==> src/sv/rlc_rk4_integrator_step_unit_macros.svh <==
// assertion helpers shared by the rlc rk4 step unit
`ifndef RLC_RK4_INTEGRATOR_STEP_UNIT_MACROS_SVH
`define RLC_RK4_INTEGRATOR_STEP_UNIT_MACROS_SVH

// same-cycle implication, disabled during reset
`define RLCRK4_ASSERT_IMPL(label, clk, rst, ante, cons) \
   label: assert property (@(posedge clk) disable iff (rst) (ante) |-> (cons)) \
      else $error("rlcrk4 assertion failed");

// next-cycle implication, disabled during reset
`define RLCRK4_ASSERT_NEXT(label, clk, rst, ante, cons) \
   label: assert property (@(posedge clk) disable iff (rst) (ante) |=> (cons)) \
      else $error("rlcrk4 assertion failed");

`endif

==> src/sv/rlcrk4_pkg.sv <==
`timescale 1ns / 1ps
package rlcrk4_pkg;

   // configuration register indexes
   localparam logic [1:0] CSR_STEP_SIZE = 2'd0;
   localparam logic [1:0] CSR_STIFFNESS = 2'd1;
   localparam logic [1:0] CSR_DAMPING   = 2'd2;

   localparam logic [31:0] STEP_SIZE_RST = 32'd429497;
   localparam logic [39:0] STIFFNESS_RST = 40'd655360000;
   localparam logic [39:0] DAMPING_RST   = 40'd65536000;

   // micro-op sequence: four stages of four sub-ops, last two ops scale the sums
   localparam logic [1:0] SUB_STIFF   = 2'd0;
   localparam logic [1:0] SUB_DAMP    = 2'd1;
   localparam logic [1:0] SUB_TRIAL_Q = 2'd2;
   localparam logic [1:0] SUB_TRIAL_I = 2'd3;
   localparam logic [3:0] OP_SCALE_Q  = 4'd14;
   localparam logic [3:0] OP_SCALE_I  = 4'd15;
   localparam logic [2:0] DIV_LAST    = 3'd7;

   localparam logic signed [63:0] S64_MAX = 64'sh7FFF_FFFF_FFFF_FFFF;
   localparam logic signed [63:0] S64_MIN = 64'sh8000_0000_0000_0000;

   typedef enum logic [1:0] {
      SH_16 = 2'd0,
      SH_32 = 2'd1,
      SH_33 = 2'd2
   } shift_type;

   // controller to datapath commands
   typedef struct packed {
      logic       start;
      logic       load;
      logic       mlo;
      logic       mhi;
      logic       fin;
      logic       apply;
      logic       acc;
      logic       prep;
      logic       div;
      logic       finish;
      logic [3:0] op;
   } cmd_type;

   function automatic logic signed [63:0] sat_add(input logic signed [63:0] a,
                                                  input logic signed [63:0] b);
      logic signed [63:0] s;
      s = a + b;
      if (a[63] == b[63] && s[63] != a[63]) begin
         return a[63] ? S64_MIN : S64_MAX;
      end
      return s;
   endfunction

   function automatic logic signed [63:0] sat_sub(input logic signed [63:0] a,
                                                  input logic signed [63:0] b);
      logic signed [63:0] d;
      d = a - b;
      if (a[63] != b[63] && d[63] != a[63]) begin
         return a[63] ? S64_MIN : S64_MAX;
      end
      return d;
   endfunction

   function automatic logic [63:0] mag64(input logic signed [63:0] a);
      return a[63] ? 64'(-a) : 64'(a);
   endfunction

endpackage

==> src/sv/rlcrk4_ctrl.sv <==
`timescale 1ns / 1ps
`include "rlc_rk4_integrator_step_unit_macros.svh"
module rlcrk4_ctrl (
   input  logic                clock,
   input  logic                reset,
   input  logic                req_valid,
   output logic                req_stall,
   output logic                rsp_valid,
   input  logic                rsp_stall,
   output rlcrk4_pkg::cmd_type cmd
);
   import rlcrk4_pkg::*;

   typedef enum logic [8:0] {
      ST_IDLE   = 9'b000000001,
      ST_LOAD   = 9'b000000010,
      ST_MLO    = 9'b000000100,
      ST_MHI    = 9'b000001000,
      ST_FIN    = 9'b000010000,
      ST_APPLY  = 9'b000100000,
      ST_ACC    = 9'b001000000,
      ST_DIV    = 9'b010000000,
      ST_FINISH = 9'b100000000
   } state_type;

   state_type  state_ff, state_in;
   logic [3:0] op_ff, op_in;
   logic [2:0] cnt_ff, cnt_in;
   logic       prep_ff, prep_in;
   logic       rsp_valid_ff, rsp_valid_in;
   logic       out_free;

   assign out_free  = !rsp_valid_ff || !rsp_stall;
   assign req_stall = (state_ff != ST_IDLE);
   assign rsp_valid = rsp_valid_ff;

   // sequencer
   always_comb begin
      state_in     = state_ff;
      op_in        = op_ff;
      cnt_in       = cnt_ff;
      prep_in      = 1'b0;
      rsp_valid_in = rsp_valid_ff && rsp_stall;
      cmd          = '0;
      cmd.op       = op_ff;
      unique case (state_ff)
         ST_IDLE: begin
            if (req_valid) begin
               cmd.start = 1'b1;
               op_in     = '0;
               state_in  = ST_LOAD;
            end
         end
         ST_LOAD: begin
            cmd.load = 1'b1;
            state_in = ST_MLO;
         end
         ST_MLO: begin
            cmd.mlo  = 1'b1;
            state_in = ST_MHI;
         end
         ST_MHI: begin
            cmd.mhi  = 1'b1;
            state_in = ST_FIN;
         end
         ST_FIN: begin
            cmd.fin  = 1'b1;
            state_in = ST_APPLY;
         end
         ST_APPLY: begin
            cmd.apply = 1'b1;
            if (op_ff == OP_SCALE_I) begin
               prep_in  = 1'b1;
               cnt_in   = '0;
               state_in = ST_DIV;
            end else if (op_ff[1:0] == SUB_DAMP && op_ff != OP_SCALE_I) begin
               state_in = ST_ACC;
            end else begin
               op_in    = op_ff + 4'd1;
               state_in = ST_LOAD;
            end
         end
         ST_ACC: begin
            cmd.acc  = 1'b1;
            op_in    = op_ff + 4'd1;
            state_in = ST_LOAD;
         end
         ST_DIV: begin
            // first cycle loads the dividends, then eight digit steps
            if (prep_ff) begin
               cmd.prep = 1'b1;
            end else begin
               cmd.div = 1'b1;
               cnt_in  = cnt_ff + 3'd1;
               if (cnt_ff == DIV_LAST) begin
                  state_in = ST_FINISH;
               end
            end
         end
         ST_FINISH: begin
            if (out_free) begin
               cmd.finish   = 1'b1;
               rsp_valid_in = 1'b1;
               state_in     = ST_IDLE;
            end
         end
         default: begin
            state_in = ST_IDLE;
         end
      endcase
   end

   always_ff @(posedge clock) begin
      if (reset) begin
         state_ff     <= ST_IDLE;
         op_ff        <= '0;
         cnt_ff       <= '0;
         prep_ff      <= 1'b0;
         rsp_valid_ff <= 1'b0;
      end else begin
         state_ff     <= state_in;
         op_ff        <= op_in;
         cnt_ff       <= cnt_in;
         prep_ff      <= prep_in;
         rsp_valid_ff <= rsp_valid_in;
      end
   end

   `RLCRK4_ASSERT_NEXT(a_accept_starts, clock, reset, req_valid && !req_stall,
                       state_ff == ST_LOAD && op_ff == 4'd0)
   `RLCRK4_ASSERT_NEXT(a_div_ends, clock, reset,
                       state_ff == ST_DIV && !prep_ff && cnt_ff == DIV_LAST,
                       state_ff == ST_FINISH)
   `RLCRK4_ASSERT_IMPL(a_acc_after_damp, clock, reset, state_ff == ST_ACC,
                       $past(state_ff == ST_APPLY) && op_ff[1:0] == SUB_DAMP)

endmodule

==> config.mk <==
export PLATFORM = sky130hd
export DESIGN_NAME = rlcrk4_ctrl
export DESIGN_NICKNAME = d
export VERILOG_FILES = /design/src/sv/rlcrk4_pkg.sv /design/src/sv/rlcrk4_ctrl.sv
export VERILOG_INCLUDE_DIRS = /design/src /design/src/sv
export SDC_FILE = /design/constraint.sdc
export NUM_CORES = 1
export LEC_CHECK = 0
export ABC_CLOCK_PERIOD_IN_PS = 2500
export BUFFER_PORTS_ARGS = -buffer_cell sky130_fd_sc_hd__buf_2
export CAP_MARGIN = 20
export CORE_MARGIN = 2
export CORE_UTILIZATION = 57
export CTS_BUF_LIST = sky130_fd_sc_hd__clkbuf_8
export DETAILED_ROUTE_END_ITERATION = 12
export PLACE_DENSITY = 0.89
export SLEW_MARGIN = 25
export SYNTH_ARGS = -nofsm -noshare
export SYNTH_HDL_FRONTEND = slang
export SYNTH_SLANG_ARGS = --single-unit
==> constraint.sdc <==
create_clock -name clock -period 2.5 [get_ports clock]
set_clock_uncertainty 0.15 [all_clocks]
set_input_delay 0.25 -clock clock [delete_from_list [all_inputs] [get_ports clock]]
set_output_delay 0.25 -clock clock [all_outputs]
set_load 0.01 [all_outputs]
==> flow_summary.yaml, run 1 <==
setup_path:
  crit_fanout: 9
  setup.worst_path.class: "flip-flop to primary output"
  arrival_ns: 1.97
  end_kind: "primary output"
  worst_ep_required_time_ns: 2.10
  cp-start-kind: "flip-flop"
timing:
  fin_crit_ns: 2.367
  hold_violations: 0
  rsz0062_at_grt: "yes"
  finalSetupViolations: 0
  setup_slack_ns: 0.1334
  maxSlewHeadroom_pct: 65.39
  fin_crit_sh_pct: 94.66
  worstMarginPinSlew_ns: 0.5144
  final.setup.tns_ns: 0
  timing.fmax_mhz: 422.6
  hold_ws_ns: 0.1759
  final-max-slew-violation-count: 0
route:
  post_drt_wl_per_cell_um: 14.31
  viasPerCell: 5.795
  drtPass1Iterations: 4
  vias: 991
  first_iter_violations: 18
  antenna_left: 0
  route.detailed.drc: 0
  finalWirelength_mm: 2.447
layout:
  n_fill_cell: 153
  fin_cells: 171
  areaGrowthSynthToFinish_pct: 13.99
  regArea_sq_um: 360.3
  drive_above_1_share_pct: 26.03
  final_nets: 157
  multi_input_area_sq_um: 674.4
  n_antenna_cell: 0
pwr:
  p_sw_share_pct: 36.87
  switchingPower_uw: 318.9
  power_density_nw_per_um2: 695.5
  power_frac_seq_pct: 39.3
  leakage_uw: 0.0005360
  p_int_uw: 546.1
  ir_drop_v: 0.0003813
  p_comb_share_pct: 37.5
  clkPwrFrac_pct: 23.3
cts:
  cts_buffers: 3
  cts.sinks: 18
  cts_tree: "done"
  clk_pin_slew_worst_paths_ns: 0.06
  htreeDepth: 1
  cts_setup_buffers: 0
  hold_buffers: 0
  root_buffer: "clkbuf_8"
  clkLatencyLatePin_ns: 0.25
  clk_path_buf_depth: 2
synth:
  syn-num-nets: 137
  synthesis.area_sq_um: 1091
  ys_seq_area_share_pct: 33.03
  ys_types: 44
  postSynthCellCount: 128
  yosysWarnings: 0
  syn_area_per_cell_sq_um: 8.524
  synth-seq-cells: 18
min_path:
  hold_path_class: "primary input to flip-flop"
job:
  maxCapViolCount: 0
placed_design:
  place.detailed.hpwl_mm: 1.722
  portBuffers: 19
  routabilityCongestion: 0.8579
  dp.cells: 168
  dpl_worst_slack_ns: 0.1762
floorplanning:
  placementRows: 15
  die_area_sq_um: 2280
  die_x_um: 47.75
  ios: 20
  core_sq_um: 1764
  start_util_pct: 61.84
  die_y_um: 47.75
grt:
  grt_overflow: 0
  antenna_found_initial: 0
  grt_pass1_wl_mm: 4.181
  grt_max_degree: 17
  first_global_vias: 962
  grt_usage_pct: 26.54
outcome:
  outcome: "complete, no violations"
metal layers:
| metal | share of wire (%) | track usage [%] | up-vias |
|---|---|---|---|
| li1 | - | - | 499 |
| met5 | 0 | 0 | - |
| met2 | 50 | 45.60 | 22 |
| met3 | 5.6 | 7.925 | 4 |
| met4 | 1.2 | 9.189 | 0 |
| met1 | 43 | 31.26 | 466 |
worst paths after layout:
kind / depth (start not counted) / slack [ns] / from / to
worst max register to register: 7 / 0.17 / op_ff[1]$_SDFFE_PP0P_ / op_ff[2]$_SDFFE_PP0P_
worst max-delay path: 4 / 0.13 / state_ff[2]$_SDFFE_PP0P_ / cmd[5]
worst min register to register: 1 / 0.33 / cnt_ff[0]$_SDFFE_PP0P_ / cnt_ff[0]$_SDFFE_PP0P_
worst min-delay path: 3 / 0.18 / rsp_stall / rsp_valid$_SDFF_PP0_
cell usage in the layout, fill, tap and decap left out, types with 4 or more instances in the layout:
master / instances
buf_2: 19
dfxtp_1: 18
nor2_1: 11
a21oi_1: 9
nand2_1: 8
inv_1: 5
nand2b_1: 5
ha_1: 5
nor3_1: 4
or3b_2: 4
nor4_1: 4
o21ai_0: 4
critical path, stage by stage, from the launching register on:
cell     delay [ns]
dfxtp_1        0.34
or4_4          0.62
nor4_4         0.31
nor2b_2        0.28
buf_2          0.16
per-stage QoR:
step / util, % / total power (uW) / area (sq um)
6_report: 70.50 / 865.0 / 1244
5_1_grt: 70.50 / 927.3 / 1244
4_1_cts: 69.72 / 857.9 / 1230
3_5_place_dp: 67.23 / 654.7 / 1186
3_3_place_gp: 67.23 / 642.5 / 1186
2_1_floorplan: - / 606.8 / 1091
area by class of cell:
class,count,share of cell area [%]
sequential,18,28.97
tap,25,2.515
inverter,5,1.509
multi-input combinational,98,54.23
timing repair buffer,22,9.457
clock buffer,3,3.320
cells by family (layout without fill, tap and decap cells):
family | after synthesis | count (layout) | synth area share (%)
and+or+nand+nor | 63 | 63 | 37.04
AOI/OAI and AO/OA | 26 | 26 | 14.22
DFF | 18 | 18 | 33.03
buffers and inverters | 12 | 30 | 6.651
adders and majority gates | 5 | 5 | 5.734
xor gates and xnor gates | 3 | 3 | 2.409
muxes | 1 | 1 | 0.9175
synthesized netlist by cell type:
cell type   n  area (sq um)
a211oi_1    2         15.01
nor2b_1     2         12.51
or3b_2      4         35.03
nor4_2      1         12.51
a21oi_2     1         8.760
o211ai_1    2         15.01
a21o_1      1         7.510
a21oi_1     9         45.04
and3b_1     3         26.28
or2_2       1         6.260
and3_1      1         6.260
nor2_1     11         41.29
nand3b_1    1         7.510
a31oi_1     3         18.77
or2b_1      1         7.510
nand2b_1    5         31.28
o22ai_1     2         12.51
buf_6       3         33.78
nand3_1     2         10.01
buf_2       1         5.000
clkbuf_1    2         7.510
mux2i_1     1         10.01
nor4_4      1         21.27
or4b_1      1         10.01
dfxtp_1    18         360.4
nor2_2      1         6.260
inv_1       5         18.77
or4_4       1         11.26
o21ai_1     1         5.000
o21ai_0     4         20.02
nand4_1     1         6.260
nand4b_1    1         8.760
xor2_1      3         26.28
o21a_1      1         7.510
or3_1       3         18.77
or4_1       3         22.52
nor4_1      4         25.02
nand2_1     8         30.03
and2_1      1         6.260
ha_1        5         62.56
nor3_1      4         20.02
buf_4       1         7.510
or3b_4      1         11.26
and4b_1     1         10.01
power by group through the flow:
stage	combinational [uW]	sequential [uW]	clock [uW]
final	324	340	201
after global routing	362	347	218
after CTS	313	338	206
after detailed placement	310	344	0
after global placement	300	342	0
after floorplan	269	337	0
state kept, by name (all words and copies together), names as in the netlist:
register and cells:
op_ff 4, prep_ff 1, cnt_ff 3, state_ff 9
rsp_valid 1
what timing repair did:
action,CTS,global route
pin swaps,0,0
hold endpoints to repair,0,0
endpoints found under the setup margin,1,3
gates resized for setup,1,2
Note: power is estimated with default switching activity, not from simulation.
==> run 2: changes to the inputs <==
--- a/config.mk
+++ b/config.mk
@@ -6,14 +6,15 @@
 export SDC_FILE = /design/constraint.sdc
 export NUM_CORES = 1
 export LEC_CHECK = 0
+export ABC_AREA = 1
 export ABC_CLOCK_PERIOD_IN_PS = 2500
 export BUFFER_PORTS_ARGS = -buffer_cell sky130_fd_sc_hd__buf_2
 export CAP_MARGIN = 20
 export CORE_MARGIN = 2
-export CORE_UTILIZATION = 57
+export CORE_UTILIZATION = 58
 export CTS_BUF_LIST = sky130_fd_sc_hd__clkbuf_8
 export DETAILED_ROUTE_END_ITERATION = 12
-export PLACE_DENSITY = 0.89
+export PLACE_DENSITY = 0.9
 export SLEW_MARGIN = 25
 export SYNTH_ARGS = -nofsm -noshare
 export SYNTH_HDL_FRONTEND = slang
==> run 2 against run 1 <==
  * Via count is 14% higher
  * Design area is 9.9% higher
  * Combinational power is 72% higher
  * Synthesized area is 12% higher
  * Largest cell class unchanged
  * Global-route usage is 2.9 points lower
  * Clock power hardly changed
  * Sequential power is 14% higher
  * Highest routed layer unchanged
  * Non-clock buffer count is 3 lower
  * Count of clock-buffer cells in the layout stayed put
  * Sequential share of layout area is 2.6 points lower
  * Die area is 8.8% higher
==> flow_summary.yaml, run 2 <==
outcome:
  outcome: "complete, no violations"
floorplanning:
  start_util_pct: 62.05
  ios: 20
  placementRows: 16
  die_x_um: 49.82
  die_area_sq_um: 2482
  core_sq_um: 1962
  die_y_um: 49.82
timing:
  final-max-slew-violation-count: 0
  maxSlewHeadroom_pct: 71.57
  fin_crit_sh_pct: 70.14
  rsz0062_at_grt: "no"
  worstMarginPinSlew_ns: 0.4260
  finalSetupViolations: 0
  fin_crit_ns: 1.753
  hold_ws_ns: 0.1145
  timing.fmax_mhz: 570.3
  final.setup.tns_ns: 0
  hold_violations: 0
  setup_slack_ns: 0.7466
setup_path:
  end_kind: "primary output"
  worst_ep_required_time_ns: 2.10
  cp-start-kind: "flip-flop"
  crit_fanout: 7
  arrival_ns: 1.35
  setup.worst_path.class: "flip-flop to primary output"
pwr:
  leakage_uw: 0.0007897
  ir_drop_v: 0.0005983
  power_density_nw_per_um2: 839.2
  totalPowerFinal_uw: 1147
synth:
  synth_edf_count: 0
  synth-xor-area-share_pct: 0.7194
  ys_top_cells_by_area: "dfxtp_1 30%, nand2_4 8.3%, inv_1 8.0%"
  synth_fa_ha_area_share_pct: 5.139
  ys_seq_area_share_pct: 29.60
  ys.flop_type: "dfxtp_1"
  async_reset_ff_share_pct: 0
  yosysWarnings: 0
  synthesis.area_sq_um: 1217
  synth_simple_gate_area_share_pct: 46.15
  synthTopCellsByCount: "26 x inv_1, 26 x nor2_1, 23 x nand2_1"
  ys_types: 25
  postSynthCellCount: 169
  synth.top_cell.area_share_pct: 29.60
  syn-num-nets: 178
  yosysTopAreaCell: "dfxtp_1"
  synth_compound_area_share_pct: 5.242
  syn_area_per_cell_sq_um: 7.204
  synth-seq-cells: 18
  muxShareOfSynthArea_pct: 0
  synth_top_family_by_area: "simple AND/OR/NAND/NOR gates"
layout:
  layout_common_cells: "26 x inv_1, 26 x nor2_1, 23 x nand2_1"
  n_antenna_cell: 0
  fin_cells: 216
  top_register: "state_ff"
  n_fill_cell: 171
  final_nets: 200
  drive_above_1_share_pct: 31.75
  areaGrowthSynthToFinish_pct: 12.23
  largest_register_ffs: 9
  reg_top3: "state_ff: 9 flops, op_ff: 4 flops, cnt_ff: 3 flops"
route:
  first_iter_violations: 28
  post_drt_wl_per_cell_um: 12.21
  vias: 1127
  viasPerCell: 5.218
  route.detailed.drc: 0
  finalWirelength_mm: 2.637
  antenna_left: 0
  drtPass1Iterations: 6
cts:
  clk_path_buf_depth: 2
  root_buffer: "clkbuf_8"
  htreeDepth: 1
  clkLatencyLatePin_ns: 0.25
  clk_pin_slew_worst_paths_ns: 0.06
  cts.sinks: 18
  cts_resized: 0
  cts_setup_buffers: 0
  cts_buffers: 3
  cts_tree: "done"
  hold_buffers: 0
grt:
  grt_pass1_wl_mm: 4.574
  antenna_found_initial: 0
  grt_overflow: 0
  grt_usage_pct: 23.66
  first_global_vias: 1134
  grt_max_degree: 14
placed_design:
  routabilityCongestion: 0.8592
  dpl_worst_slack_ns: 0.9469
  place.detailed.hpwl_mm: 2.042
  portBuffers: 19
  dp.cells: 213
job:
  maxCapViolCount: 0
min_path:
  hold_path_class: "primary input to flip-flop"
run 2: kinds of logic (layout without fill, tap and decap cells):
| kind of cell | Yosys count | in the layout |
|---|---|---|
| and+or+nand+nor | 94 | 94 |
| buffers and inverters | 39 | 59 |
| DFF | 18 | 18 |
| AOI/OAI and AO/OA | 12 | 12 |
| adders and majority gates | 5 | 5 |
| xor gates and xnor gates | 1 | 1 |
run 2: routing by layer:
layer | wire, um | share of wire, % | track usage, % | vias to the layer above
li1 | - | - | - | 557
met1 | 1080 | 41 | 26.79 | 537
met2 | 1416 | 54 | 45.11 | 29
met3 | 120 | 4.6 | 3.939 | 4
met4 | 19 | 0.72 | 6.019 | 0
met5 | 0 | 0 | 0 | -
run 2: where the power goes:
group	total, uW	internal [uW]	switching (uW)
sequential	388	335	53.3
combinational	558	198	360
clock	201	107	93.6
run 2: worst max-delay path: stages (launching register included):
cell	delay [ns]
dfxtp_1	0.33
inv_2	0.10
nand2_4	0.08
nor2_8	0.21
nand2_4	0.12
nor2_4	0.12
buf_2	0.14
run 2: cell type report:
class                           instances  area (sq um)  share of cell area, %
Sequential cell                        18         360.3                  26.37
Clock buffer                            3         41.29                  3.022
Multi-Input combinational cell        112         696.9                  51.01
Timing Repair Buffer                   19         95.09                  6.960
Tap cell                               27         33.78                  2.473
Inverter                               37         138.9                  10.16
run 2: final timing paths:
check	from	endpoint	slack, ns	cells past startpoint
setup reg to reg	state_ff[6]$_SDFFE_PP0P_	state_ff[0]$_SDFFE_PP1P_	0.90	9
hold reg to reg	rsp_valid$_SDFF_PP0_	rsp_valid$_SDFF_PP0_	0.34	2
hold / removal	rsp_stall	rsp_valid$_SDFF_PP0_	0.11	3
setup / recovery	state_ff[0]$_SDFFE_PP1P_	cmd[6]	0.75	6
run 2: through the flow:
step / utilization (%) / instance area, sq um
2_1_floorplan: - / 1217
3_3_place_gp: 67.54 / 1325
3_5_place_dp: 67.54 / 1325
4_1_cts: 69.64 / 1366
5_1_grt: 69.64 / 1366
6_report: 69.64 / 1366
==> run 3: changes to the inputs <==
--- a/config.mk
+++ b/config.mk
@@ -7,7 +7,7 @@
 export NUM_CORES = 1
 export LEC_CHECK = 0
 export ABC_AREA = 1
-export ABC_CLOCK_PERIOD_IN_PS = 2500
+export ABC_CLOCK_PERIOD_IN_PS = 1700
 export BUFFER_PORTS_ARGS = -buffer_cell sky130_fd_sc_hd__buf_2
 export CAP_MARGIN = 20
 export CORE_MARGIN = 2
==> constraint.sdc (replaced) <==
create_clock -name clock -period 1.7 [get_ports clock]
set_clock_uncertainty 0.15 [all_clocks]
set_input_delay 0.17 -clock clock [delete_from_list [all_inputs] [get_ports clock]]
set_output_delay 0.17 -clock clock [all_outputs]
set_load 0.01 [all_outputs]
==> run 3 against run 2 <==
  * Cell count grew 0.93%
  * Routed wire length up 9.5%
  * Die area stayed put
  * Flip-flop and latch count did not move
  * Count of clock-buffer cells in the layout is the same
  * Global-route usage unchanged
  * Setup slack lost 0.73 ns
  * Power up 50%
  * Non-clock buffer count increased by 2
  * First-iteration DRC count increased by 43%
  * Critical endpoint is now cmd[9]
  * Highest routed layer unchanged
==> flow_summary.yaml, run 3 (same netlist as run 2, synthesis figures left out) <==
outcome:
  outcome: "complete, no violations"
setup_path:
  r2r-start: "state_ff[5]$_SDFFE_PP0P_"
  cp-start-kind: "flip-flop"
  crit_chain: "inv_2, nand2_4, nor2_8, nand3_1, inv_1, buf_2"
  max_stage_delay_ns: 0.33
  rrSetupSlack_ns: 0.10
  setup.worst_path.class: "flip-flop to primary output"
  crit_family: "simple AND/OR/NAND/NOR gates"
  cpMaxStageDelayCell: "dfxtp_1"
  arrival_ns: 1.37
  endpoint: "cmd[9]"
  reg2regPathDepth: 11
  crit_fanout: 7
  path_depth: 6
  worst-path-buf-inv: 3
  r2r_end: "state_ff[0]$_SDFFE_PP1P_"
  worst_ep_required_time_ns: 1.38
  cp-startpoint: "state_ff[0]$_SDFFE_PP1P_"
  end_kind: "primary output"
placed_design:
  place.detailed.hpwl_mm: 2.042
  portBuffers: 19
  dp.cells: 213
  place_area_sq_um: 1325
  routabilityCongestion: 0.8592
timing:
  fin_crit_ns: 1.687
  maxSlewHeadroom_pct: 71.27
  rsz0062_at_grt: "yes"
  final.setup.tns_ns: 0
  final-max-slew-violation-count: 0
  worstMarginPinSlew_ns: 0.4305
  hold_violations: 0
  finalSetupViolations: 0
  hold_ws_ns: 0.03123
  fin_crit_sh_pct: 99.22
  timing.fmax_mhz: 592.8
route:
  vias: 1158
  finalWirelength_mm: 2.887
  viasPerCell: 5.312
  post_drt_wl_per_cell_um: 13.24
  antenna_left: 0
  first_iter_violations: 40
  drtPass1Iterations: 6
  route.detailed.drc: 0
pwr:
  power_density_nw_per_um2: 1221
  ir_drop_v: 0.0009357
  leakage_uw: 0.0008038
  totalPowerFinal_uw: 1718
grt:
  grt_overflow: 0
  grt_max_degree: 14
  grt_pass1_wl_mm: 4.574
  first_global_vias: 1134
  grt_usage_pct: 23.66
  antenna_found_initial: 0
min_path:
  hold_path_class: "primary input to flip-flop"
layout:
  final_common_cell: "nor2_1"
  final_nets: 202
  drive_above_1_share_pct: 35.60
  layout_common_cells: "26 x nor2_1, 23 x nand2_1, 22 x inv_1"
  largest_register_ffs: 9
  n_fill_cell: 161
  fin_cells: 218
  reg_top3: "state_ff: 9 flops, op_ff: 4 flops, cnt_ff: 3 flops"
  areaGrowthSynthToFinish_pct: 15.52
  n_antenna_cell: 0
  design_area_sq_um: 1406
  top_register: "state_ff"
cts:
  hold_buffers: 0
  root_buffer: "clkbuf_8"
  clk_pin_slew_worst_paths_ns: 0.06
  cts.sinks: 18
  clk_path_buf_depth: 2
  htreeDepth: 1
  clkLatencyLatePin_ns: 0.25
  cts_buffers: 3
  cts_tree: "done"
floorplanning:
  placementRows: 16
  core_sq_um: 1962
  die_x_um: 49.82
  ios: 20
  start_util_pct: 62.05
  die_area_sq_um: 2482
  die_y_um: 49.82
job:
  maxCapViolCount: 0
-- run 3: cell count changes in the layout (fill, tap and decap cells not counted), moves of 2 or more --
cell | before | now
buf_4 | 0 | 2
dfxtp_1 | 18 | 16
buf_6 | 0 | 2
dfxtp_2 | 0 | 2
inv_1 | 26 | 22
buf_2 | 19 | 17
inv_2 | 11 | 15
-- run 3: where the power goes --
part | switching [uW] | internal (uW) | total (uW)
clock | 143 | 158 | 300
sequential | 81.3 | 496 | 577
combinational | 537 | 303 | 840
total | 762 | 956 | 1720
-- run 3: how the worst min path moves through the flow --
stage	start	depth (start not counted)	endpoint	slack (ns)
after floorplan	reset	1	rsp_valid$_SDFF_PP0_	0.09
after global placement	reset	2	rsp_valid$_SDFF_PP0_	0.28
after detailed placement	rsp_stall	3	rsp_valid$_SDFF_PP0_	0.30
after CTS	rsp_stall	3	rsp_valid$_SDFF_PP0_	0.04
after global routing	reset	2	state_ff[6]$_SDFFE_PP0P_	0.04
final	rsp_stall	3	rsp_valid$_SDFF_PP0_	0.03
-- run 3: metrics by stage --
step           utilization (%)  setup WS [ns]
2_1_floorplan                -         0.2514
3_3_place_gp             67.54         0.1967
3_5_place_dp             67.54         0.1469
4_1_cts                  69.64        0.02966
5_1_grt                  71.68       -0.05324
6_report                 71.68        0.01322
-- run 3: area by class of cell --
type | instances | area, sq um | area share (%)
multi-input combinational | 112 | 706.9 | 50.27
sequential | 18 | 362.8 | 25.80
inverter | 37 | 138.9 | 9.875
timing repair buffer | 21 | 122.6 | 8.719
clock buffer | 3 | 41.29 | 2.936
tap | 27 | 33.78 | 2.402
-- run 3: worst register-to-register path: stages (launching register included) --
cell	delay [ns]
dfxtp_1	0.34
inv_2	0.07
nand2_4	0.08
nor2_8	0.18
nand4_1	0.17
buf_4	0.17
nand2_1	0.07
nor2_1	0.05
nand2_1	0.05
nand2_1	0.05
nand2_1	0.06
nand2_1	0.04
-- run 3: what timing repair did --
action,4_1_cts,5_1_grt
resized for setup,0,10
endpoints found under the setup margin,0,9
hold endpoints to repair,0,0
buffers inserted,0,2
-- run 3: per-layer routing --
metal	routed length, um	global-route usage, %	vias up
li1	-	-	558
met1	1146	26.79	553
met2	1543	45.11	43
met3	174	3.939	4
met4	22	6.019	0
met5	0	0	-
